$ cat config.mk
export PLATFORM = sky130hd
export DESIGN_NAME = rgb_to_hsv_pixel_converter_flat
export DESIGN_NICKNAME = d
export VERILOG_FILES = /design/src/rhpc_pkg.sv /design/src/rhpc_channels.sv /design/src/rhpc_front.sv /design/src/rhpc_queue.sv /design/src/rhpc_back.sv /design/src/rgb_to_hsv_pixel_converter.sv /design/src/flat_wrapper.sv
export SDC_FILE = /design/constraint.sdc
export NUM_CORES = 1
export LEC_CHECK = 0
export BUFFER_PORTS_ARGS = -buffer_cell sky130_fd_sc_hd__buf_2
export CORE_MARGIN = 3
export CORE_UTILIZATION = 58
export DETAILED_ROUTE_END_ITERATION = 16
export GPL_TIMING_DRIVEN = 0
export PLACE_DENSITY_LB_ADDON = 0.15
export SYNTH_ARGS = -nofsm -noshare
export SYNTH_HDL_FRONTEND = slang
export SYNTH_SLANG_ARGS = --single-unit
$ cat constraint.sdc
create_clock -name clock -period 12.15 [get_ports clock]
set_input_delay 0.6075 -clock clock [delete_from_list [all_inputs] [get_ports clock]]
set_output_delay 0.6075 -clock clock [all_outputs]
set_load 0.02 [all_outputs]
$ cat src/rhpc_pkg.sv
// shared types, constants and widths for the rgb to hsv pixel converter
package rhpc_pkg;

   localparam int unsigned LEVEL_W = 8;
   localparam int unsigned HUE_W = 9;
   localparam int unsigned PCT_W = 7;

   localparam int unsigned HUE_NUM_W = 14;
   localparam int unsigned SAT_NUM_W = 15;
   localparam int unsigned DIV_W = 15;
   localparam int unsigned QUO_W = 8;
   localparam int unsigned QUO_IDX_W = $clog2(QUO_W);
   localparam int unsigned DIV_BITS_PER_STAGE = 2;
   localparam int unsigned DIV_STAGES = QUO_W / DIV_BITS_PER_STAGE;

   localparam int unsigned QUEUE_DEPTH = 4;

   localparam logic [LEVEL_W-1:0] HUE_SCALE = 8'd60;
   localparam logic [LEVEL_W-1:0] PCT_SCALE = 8'd100;
   localparam logic [HUE_W-1:0] HUE_WRAP = 9'd360;
   localparam logic [HUE_W-1:0] HUE_GREEN_BASE = 9'd120;
   localparam logic [HUE_W-1:0] HUE_BLUE_BASE = 9'd240;

   typedef enum logic [1:0] {
      SECTOR_GREY,
      SECTOR_RED,
      SECTOR_GREEN,
      SECTOR_BLUE
   } sector_type;

   typedef struct packed {
      sector_type sector;
      logic hue_neg;
      logic [HUE_NUM_W-1:0] hue_num;
      logic [LEVEL_W-1:0] delta;
      logic [SAT_NUM_W-1:0] sat_num;
      logic [LEVEL_W-1:0] max_level;
      logic [PCT_W-1:0] value_pct;
   } job_type;

   typedef struct packed {
      logic [DIV_W-1:0] rem;
      logic [QUO_W-1:0] quo;
   } div_lane_type;

   typedef struct packed {
      sector_type sector;
      logic hue_neg;
      logic [LEVEL_W-1:0] delta;
      logic [LEVEL_W-1:0] max_level;
      logic [PCT_W-1:0] value_pct;
      div_lane_type hue;
      div_lane_type sat;
   } stage_type;

   typedef struct packed {
      logic valid;
   } queue_ctl_type;

endpackage

$ cat src/rhpc_channels.sv
// pixel and hsv channel interfaces
interface rhpc_pixel_if;
   import rhpc_pkg::*;
   logic valid;
   logic ready;
   logic [LEVEL_W-1:0] red_level;
   logic [LEVEL_W-1:0] green_level;
   logic [LEVEL_W-1:0] blue_level;

   modport source(output valid, output red_level, output green_level, output blue_level,
                  input ready);
   modport sink(input valid, input red_level, input green_level, input blue_level,
                output ready);
endinterface

interface rhpc_hsv_if;
   import rhpc_pkg::*;
   logic valid;
   logic ready;
   logic [HUE_W-1:0] hue_degrees;
   logic [PCT_W-1:0] saturation_pct;
   logic [PCT_W-1:0] value_pct;

   modport source(output valid, output hue_degrees, output saturation_pct,
                  output value_pct, input ready);
   modport sink(input valid, input hue_degrees, input saturation_pct, input value_pct,
                output ready);
endinterface

$ cat src/rhpc_front.sv
// front end: max, min, sector and dividends for one pixel
module rhpc_front (
   input  logic [rhpc_pkg::LEVEL_W-1:0] red_level,
   input  logic [rhpc_pkg::LEVEL_W-1:0] green_level,
   input  logic [rhpc_pkg::LEVEL_W-1:0] blue_level,
   output rhpc_pkg::job_type job
);
   import rhpc_pkg::*;

   logic [LEVEL_W-1:0] max_level;
   logic [LEVEL_W-1:0] min_level;
   logic [LEVEL_W-1:0] delta;
   logic [LEVEL_W-1:0] op_a;
   logic [LEVEL_W-1:0] op_b;
   logic [LEVEL_W-1:0] mag;
   logic neg;
   sector_type sector;
   logic [SAT_NUM_W-1:0] value_prod;
   logic [SAT_NUM_W:0] value_sum;

   always_comb begin
      max_level = red_level;
      if (green_level > max_level) max_level = green_level;
      if (blue_level > max_level) max_level = blue_level;
      min_level = red_level;
      if (green_level < min_level) min_level = green_level;
      if (blue_level < min_level) min_level = blue_level;
      delta = max_level - min_level;

      if (delta == '0) begin
         sector = SECTOR_GREY;
      end else if (max_level == red_level) begin
         sector = SECTOR_RED;
      end else if (max_level == green_level) begin
         sector = SECTOR_GREEN;
      end else begin
         sector = SECTOR_BLUE;
      end

      case (sector)
         SECTOR_RED: begin
            op_a = green_level;
            op_b = blue_level;
         end
         SECTOR_GREEN: begin
            op_a = blue_level;
            op_b = red_level;
         end
         SECTOR_BLUE: begin
            op_a = red_level;
            op_b = green_level;
         end
         default: begin
            op_a = '0;
            op_b = '0;
         end
      endcase
      neg = op_a < op_b;
      mag = neg ? (op_b - op_a) : (op_a - op_b);

      // divide by 255 as (x + 1 + (x >> 8)) >> 8, exact for the 15-bit x used here
      value_prod = SAT_NUM_W'(max_level) * SAT_NUM_W'(PCT_SCALE);
      value_sum = (SAT_NUM_W+1)'(value_prod) + (SAT_NUM_W+1)'(1)
                  + (SAT_NUM_W+1)'(value_prod >> 8);

      job.sector = sector;
      job.hue_neg = neg;
      job.hue_num = HUE_NUM_W'(mag) * HUE_NUM_W'(HUE_SCALE);
      job.delta = delta;
      job.sat_num = SAT_NUM_W'(delta) * SAT_NUM_W'(PCT_SCALE);
      job.max_level = max_level;
      job.value_pct = PCT_W'(value_sum >> 8);
   end

endmodule

$ cat src/rhpc_queue.sv
// short queue between front end and divider pipeline
module rhpc_queue #(
   parameter int unsigned DEPTH = rhpc_pkg::QUEUE_DEPTH
) (
   input  logic clock,
   input  logic reset,
   input  logic push,
   input  rhpc_pkg::job_type push_data,
   output logic full,
   input  logic pop,
   output rhpc_pkg::queue_ctl_type ctl,
   output rhpc_pkg::job_type pop_data
);
   import rhpc_pkg::*;

   localparam int unsigned PTR_W = (DEPTH > 1) ? $clog2(DEPTH) : 1;
   localparam int unsigned CNT_W = $clog2(DEPTH + 1);
   localparam logic [PTR_W-1:0] LAST_PTR = PTR_W'(DEPTH - 1);
   localparam logic [CNT_W-1:0] FULL_CNT = CNT_W'(DEPTH);

   job_type mem_ff [DEPTH];
   logic [PTR_W-1:0] wr_ptr_ff, wr_ptr_in;
   logic [PTR_W-1:0] rd_ptr_ff, rd_ptr_in;
   logic [CNT_W-1:0] count_ff, count_in;
   logic do_push;
   logic do_pop;

   assign full = count_ff == FULL_CNT;
   assign ctl.valid = count_ff != '0;
   assign pop_data = mem_ff[rd_ptr_ff];
   assign do_push = push && !full;
   assign do_pop = pop && (count_ff != '0);

   always_comb begin
      wr_ptr_in = wr_ptr_ff;
      rd_ptr_in = rd_ptr_ff;
      count_in = count_ff;
      if (do_push) wr_ptr_in = (wr_ptr_ff == LAST_PTR) ? '0 : wr_ptr_ff + PTR_W'(1);
      if (do_pop) rd_ptr_in = (rd_ptr_ff == LAST_PTR) ? '0 : rd_ptr_ff + PTR_W'(1);
      if (do_push && !do_pop) count_in = count_ff + CNT_W'(1);
      else if (do_pop && !do_push) count_in = count_ff - CNT_W'(1);
   end

   always_ff @(posedge clock) begin
      if (reset) begin
         wr_ptr_ff <= '0;
         rd_ptr_ff <= '0;
         count_ff <= '0;
      end else begin
         wr_ptr_ff <= wr_ptr_in;
         rd_ptr_ff <= rd_ptr_in;
         count_ff <= count_in;
      end
   end

   always_ff @(posedge clock) begin
      if (do_push) mem_ff[wr_ptr_ff] <= push_data;
   end

endmodule

$ cat src/rhpc_back.sv
// back end: pipelined restoring dividers for hue and saturation, result register
module rhpc_back (
   input  logic clock,
   input  logic reset,
   input  rhpc_pkg::queue_ctl_type queue_ctl,
   input  rhpc_pkg::job_type job,
   output logic job_pop,
   rhpc_hsv_if.source rsp
);
   import rhpc_pkg::*;

   function automatic div_lane_type div_steps(input div_lane_type lane,
                                              input logic [LEVEL_W-1:0] divisor,
                                              input int top);
      div_lane_type r;
      logic [DIV_W-1:0] shifted;
      int k;
      r = lane;
      for (int j = 0; j < DIV_BITS_PER_STAGE; j++) begin
         k = top - j;
         shifted = DIV_W'(divisor) << k;
         if (r.rem >= shifted) begin
            r.rem = r.rem - shifted;
            r.quo[QUO_IDX_W'(k)] = 1'b1;
         end
      end
      return r;
   endfunction

   stage_type stage_ff [DIV_STAGES];
   stage_type stage_in [DIV_STAGES];
   logic [DIV_STAGES-1:0] valid_ff, valid_in;
   logic advance;

   logic out_valid_ff;
   logic [HUE_W-1:0] hue_ff, hue_in;
   logic [PCT_W-1:0] sat_ff, sat_in;
   logic [PCT_W-1:0] value_ff;

   stage_type last;
   logic [HUE_W-1:0] quo9;
   logic [HUE_W-1:0] round_up;

   assign advance = !out_valid_ff || rsp.ready;
   assign job_pop = advance && queue_ctl.valid;

   always_comb begin
      stage_type seed;
      seed.sector = job.sector;
      seed.hue_neg = job.hue_neg;
      seed.delta = job.delta;
      seed.max_level = job.max_level;
      seed.value_pct = job.value_pct;
      seed.hue.rem = DIV_W'(job.hue_num);
      seed.hue.quo = '0;
      seed.sat.rem = DIV_W'(job.sat_num);
      seed.sat.quo = '0;
      stage_in[0] = seed;
      stage_in[0].hue = div_steps(seed.hue, seed.delta, QUO_W - 1);
      stage_in[0].sat = div_steps(seed.sat, seed.max_level, QUO_W - 1);
      valid_in[0] = queue_ctl.valid;
      for (int i = 1; i < DIV_STAGES; i++) begin
         stage_in[i] = stage_ff[i-1];
         stage_in[i].hue = div_steps(stage_ff[i-1].hue, stage_ff[i-1].delta,
                                     QUO_W - 1 - i * DIV_BITS_PER_STAGE);
         stage_in[i].sat = div_steps(stage_ff[i-1].sat, stage_ff[i-1].max_level,
                                     QUO_W - 1 - i * DIV_BITS_PER_STAGE);
         valid_in[i] = valid_ff[i-1];
      end
   end

   always_comb begin
      last = stage_ff[DIV_STAGES-1];
      quo9 = HUE_W'(last.hue.quo);
      round_up = HUE_W'(last.hue.rem != '0);
      case (last.sector)
         SECTOR_RED: hue_in = (last.hue_neg && quo9 != '0) ? HUE_WRAP - quo9 : quo9;
         SECTOR_GREEN: hue_in = last.hue_neg ? HUE_GREEN_BASE - quo9 - round_up
                                             : HUE_GREEN_BASE + quo9;
         SECTOR_BLUE: hue_in = last.hue_neg ? HUE_BLUE_BASE - quo9 - round_up
                                            : HUE_BLUE_BASE + quo9;
         default: hue_in = '0;
      endcase
      sat_in = (last.max_level == '0) ? '0 : PCT_W'(last.sat.quo);
   end

   always_ff @(posedge clock) begin
      if (reset) begin
         valid_ff <= '0;
         out_valid_ff <= 1'b0;
      end else if (advance) begin
         valid_ff <= valid_in;
         out_valid_ff <= valid_ff[DIV_STAGES-1];
      end
   end

   always_ff @(posedge clock) begin
      if (advance) begin
         for (int i = 0; i < DIV_STAGES; i++) stage_ff[i] <= stage_in[i];
         hue_ff <= hue_in;
         sat_ff <= sat_in;
         value_ff <= last.value_pct;
      end
   end

   assign rsp.valid = out_valid_ff;
   assign rsp.hue_degrees = hue_ff;
   assign rsp.saturation_pct = sat_ff;
   assign rsp.value_pct = value_ff;

endmodule

$ cat src/rgb_to_hsv_pixel_converter.sv
// top level of the rgb to hsv pixel converter
//
// req carries one 8-bit rgb pixel per transfer, rsp one hsv result per
// transfer (hue in degrees 0..359, saturation and value in percent).
// both channels use valid/ready; a transfer happens when both are high.
// the front end finds max, min, sector and the two dividends in the cycle
// of the req transfer and writes them into a short queue. the back end
// pops the queue into a four-stage divider pipeline that resolves two
// quotient bits per stage for hue and saturation, then a result register.
// a pixel passes the queue, four divider stages and result register to
// rsp. throughput is one pixel per clock while rsp is not stalled; when
// rsp.valid is high and rsp.ready low, the pipeline holds and the queue
// absorbs up to QUEUE_DEPTH further pixels before req.ready drops.
// reset empties the queue and the pipeline; rsp.valid is low after reset.
module rgb_to_hsv_pixel_converter #(
   parameter int unsigned QUEUE_DEPTH = rhpc_pkg::QUEUE_DEPTH
) (
   input  logic clock,
   input  logic reset,
   rhpc_pixel_if.sink req,
   rhpc_hsv_if.source rsp
);
   import rhpc_pkg::*;

   job_type front_job;
   job_type queue_job;
   queue_ctl_type queue_ctl;
   logic queue_full;
   logic job_pop;

   rhpc_front u_front (
      .red_level  (req.red_level),
      .green_level(req.green_level),
      .blue_level (req.blue_level),
      .job        (front_job)
   );

   assign req.ready = !queue_full;

   rhpc_queue #(
      .DEPTH(QUEUE_DEPTH)
   ) u_queue (
      .clock    (clock),
      .reset    (reset),
      .push     (req.valid),
      .push_data(front_job),
      .full     (queue_full),
      .pop      (job_pop),
      .ctl      (queue_ctl),
      .pop_data (queue_job)
   );

   rhpc_back u_back (
      .clock    (clock),
      .reset    (reset),
      .queue_ctl(queue_ctl),
      .job      (queue_job),
      .job_pop  (job_pop),
      .rsp      (rsp)
   );

endmodule
$ cat src/flat_wrapper.sv
// flat-port wrapper written by rule: the top's interface ports become plain ports
module rgb_to_hsv_pixel_converter_flat import rhpc_pkg::*;
#(
   parameter int unsigned QUEUE_DEPTH = rhpc_pkg::QUEUE_DEPTH
)
  (clock, reset, req_valid, req_red_level, req_green_level, req_blue_level, req_ready, rsp_valid, rsp_hue_degrees, rsp_saturation_pct, rsp_value_pct, rsp_ready);
  rhpc_pixel_if req_i ();
  rhpc_hsv_if rsp_i ();
  input  logic clock;
  input  logic reset;
  input wire logic [$bits(req_i.valid)-1:0] req_valid;
  input wire logic [$bits(req_i.red_level)-1:0] req_red_level;
  input wire logic [$bits(req_i.green_level)-1:0] req_green_level;
  input wire logic [$bits(req_i.blue_level)-1:0] req_blue_level;
  output wire logic [$bits(req_i.ready)-1:0] req_ready;
  output wire logic [$bits(rsp_i.valid)-1:0] rsp_valid;
  output wire logic [$bits(rsp_i.hue_degrees)-1:0] rsp_hue_degrees;
  output wire logic [$bits(rsp_i.saturation_pct)-1:0] rsp_saturation_pct;
  output wire logic [$bits(rsp_i.value_pct)-1:0] rsp_value_pct;
  input wire logic [$bits(rsp_i.ready)-1:0] rsp_ready;
  assign req_i.valid = req_valid;
  assign req_i.red_level = req_red_level;
  assign req_i.green_level = req_green_level;
  assign req_i.blue_level = req_blue_level;
  assign req_ready = req_i.ready;
  assign rsp_valid = rsp_i.valid;
  assign rsp_hue_degrees = rsp_i.hue_degrees;
  assign rsp_saturation_pct = rsp_i.saturation_pct;
  assign rsp_value_pct = rsp_i.value_pct;
  assign rsp_i.ready = rsp_ready;
  rgb_to_hsv_pixel_converter #(.QUEUE_DEPTH(QUEUE_DEPTH)) u_core (.clock(clock), .reset(reset), .req(req_i), .rsp(rsp_i));
endmodule
==> results_dict.tcl <==
set metrics [dict create \
    viasPerCell 5.92 \
    start_util_pct 59.2 \
    fin_ws_ns 0.403 \
    firstDrtPassIters 5 \
    cap_viol_max_count 0 \
    fp.dieH_um 222 \
    avgSynthCellArea_um2 11.3 \
    clockBufferDepth 3 \
    worstMarginPinSlew_ns 1.21 \
    hold_depth 2 \
    synth_area_leaders "edfxtp_1 (45%), ha_1 (12%), mux4_2 (3.7%), inv_1 (3.3%), xnor2_1 (3.3%)" \
    start_kind "primary input" \
    ys_ff_latch 422 \
    grt_overflow 0 \
    syn-cell-area_mm2 0.0271 \
    worst_path_max_delay_cell "fa_1" \
    fillers 3424 \
    cp_max_fo 11 \
    synth_top_area_share_pct 45.2 \
    min_path_type "in -> reg" \
    pin_count 53 \
    die_area_mm2 0.0493 \
    tns_ns 0 \
    num_rows 78 \
    drt_iter0_markers 1031 \
    grt_pass1_vias 18800 \
    critPathRequiredTime_ns 12.43 \
    r2r-end "u_core.u_back.stage_ff[0][21]" \
    yosysUniqueCellTypes 86 \
    netlist_instances 2393 \
    port_buffers 49 \
    ant_nets 0 \
    synth-edff-count 408 \
    clk_latency_ns 0.56 \
    cts_buffers 43 \
    die_w_um 222 \
    fin_crit_sh_pct 96.7 \
    grt_pass1_wl_um 92300 \
    wl_per_cell_um 18.0 \
    drive_gt1_share_pct 11.4 \
    cts_tree "yes" \
    hold_viol_final 0 \
    area.growth.synth_to_final_pct 10.4 \
    yosys_warnings 0 \
    arrival_ns 12.03 \
    final_nets 2826 \
    rrSetupSlack_ns 2.73 \
    relSlewSlack_pct 18.5 \
    status "completed" \
    finalHoldWorstSlack_ns 0.262 \
    min_to "u_core.u_queue.count_ff[2]" \
    diodes 0 \
    place.gp.congestion 0.918 \
    cts_root_buffer "clkbuf_16" \
    slowest_delay_ns 0.54 \
    antenna_found_initial 1 \
    synth_top_flop_cell "edfxtp_1" \
    synth_seq_area_share_pct 46.3 \
    multi_input_area_mm2 0.0136 \
    fin_skew_ns 0.0129 \
    synth_top_area_cell "edfxtp_1" \
    worstSetupPathType "in -> reg" \
    fmax_mhz 85.1 \
    post-place-ws_ns -1.90 \
    ff_latch_area_mm2 0.0125 \
    min_from "reset" \
    maxSlewViolCount 0 \
    dr_total_vias 18500 \
    crit_path_frequent_cell "ha_1" \
    period_minus_slack_ns 11.75 \
    async_flop_share_pct 0 \
    hpwl_um 42600 \
    htreeDepth 2 \
    r2r_cells 31 \
    grt_usage_pct 22.6 \
    final_util_pct 65.3 \
    routed_wl_um 56500 \
    setup_viol 0 \
    drcViolationCount 0 \
    cts.sinks 422 \
    grt_max_degree 123 \
    coreArea_mm2 0.0458 \
    end_kind "register" \
    startpoint "req_red_level[1]" \
    clk_pin_slew_ns 0.06 \
]
sequential cells by signal, summed over array words and instances (netlist names), named ones only:
register / flops
u_core.u_back.rsp.valid: 1
u_core.u_back.rsp.value_pct: 7
u_core.u_queue.mem_ff: 192
u_core.u_back.rsp.hue_degrees: 9
u_core.u_queue.wr_ptr_ff: 2
u_core.u_back.valid_ff: 4
u_core.u_back.rsp.saturation_pct: 4
u_core.u_queue.count_ff: 3
u_core.u_queue.rd_ptr_ff: 2
u_core.u_back.stage_ff: 196
cell families after synthesis:
logic type / count (synthesis) / share of synthesized area [%]
adders and majority gates: 301 / 14.8
muxes: 115 / 6.49
DFF: 422 / 46.3
and+or+nand+nor: 559 / 10.2
AOI/OAI and AO/OA: 554 / 13.3
other: 1 / 0.0138
buffers and inverters: 296 / 4.27
xor gates and xnor gates: 145 / 4.69
worst max path at each step:
stage / slack, ns / end / cells past startpoint
global route: -0.07 / u_core.u_queue.mem_ff[3][47] / 57
detailed placement: -1.90 / u_core.u_queue.mem_ff[0][47] / 55
global placement: -1.68 / u_core.u_queue.mem_ff[0][47] / 55
CTS: 0.07 / u_core.u_queue.mem_ff[0][47] / 55
finish: 0.40 / u_core.u_queue.mem_ff[3][47] / 56
floorplan: 0.17 / u_core.u_queue.mem_ff[0][47] / 54
stage by stage:
stage / cells / area (um2)
finish: 3135 / 29900
global route: 3135 / 29900
CTS: 3133 / 29800
detailed placement: 3049 / 28200
global placement: 3044 / 28100
floorplan: 2395 / 27100
routing by layer:
layer | vias to the layer above | track usage (%) | wire [um]
li1 | 9049 | - | -
met1 | 8950 | 26.9 | 23000
met2 | 410 | 41.6 | 29200
met3 | 134 | 2.56 | 2090
met4 | 2 | 9.35 | 2220
met5 | - | 0 | 13
cell usage after synthesis (22+ instances only):
master,instances
edfxtp_1,408
ha_1,263
inv_1,239
nand2_1,174
o21ai_0,138
a21oi_1,135
nor2_1,132
xnor2_1,102
o31ai_1,52
a21o_1,51
mux4_2,45
xor2_1,43
nor3_1,41
clkbuf_1,40
mux2i_1,37
a21boi_0,34
fa_1,34
mux2_2,32
nor2b_1,28
nand2b_1,26
nand4_1,26
and2_1,24
o31a_1,22
placed cells by master, fill, tap and decap left out, types with 22 or more instances in the layout:
cell and count:
a21boi_0 34, a21o_1 51, nand2_1 174, nand2b_1 25, mux2_2 32, edfxtp_1 408, fa_1 34, and2_1 24
buf_2 54, o31a_1 22, nor3_1 40, mux2i_1 31, xnor2_1 101, nand4_1 26, xor2_1 40, clkbuf_16 43
ha_1 263, mux4_2 45, o31ai_1 51, nor2_1 130, nor2b_1 28, clkbuf_1 39, a21oi_1 128, inv_1 236
o21ai_0 133
timing repair:
| action | CTS | global route |
|---|---|---|
| gates resized for setup | 21 | 28 |
| cloned | 0 | 0 |
| pin swaps | 3 | 4 |
| hold endpoints to repair | 0 | 0 |
| hold buffers | 0 | 0 |
| setup endpoints to repair | 36 | 20 |
| setup buffers | 6 | 3 |
final cells by class:
type | instances | area share (%)
Multi-Input combinational cell | 1677 | 45.4
Sequential cell | 422 | 41.9
Clock buffer | 47 | 3.65
Inverter | 240 | 3.04
Tap cell | 600 | 2.51
Timing Repair Buffer | 63 | 1.45
Clock inverter | 32 | 1.16
Buffer | 54 | 0.866
worst max-delay path, delay by kind of cell:
family	cells	cell delay (ns)
buffers and inverters	7	1.07
xor gates and xnor gates	3	0.53
AOI/OAI and AO/OA	24	4.08
adders and majority gates	11	4.00
and+or+nand+nor	10	1.42
muxes	1	0.31
Power is left out: the tool's default activity adds up to more than one toggle a clock period on the data nets, which glitch-free logic cannot reach.
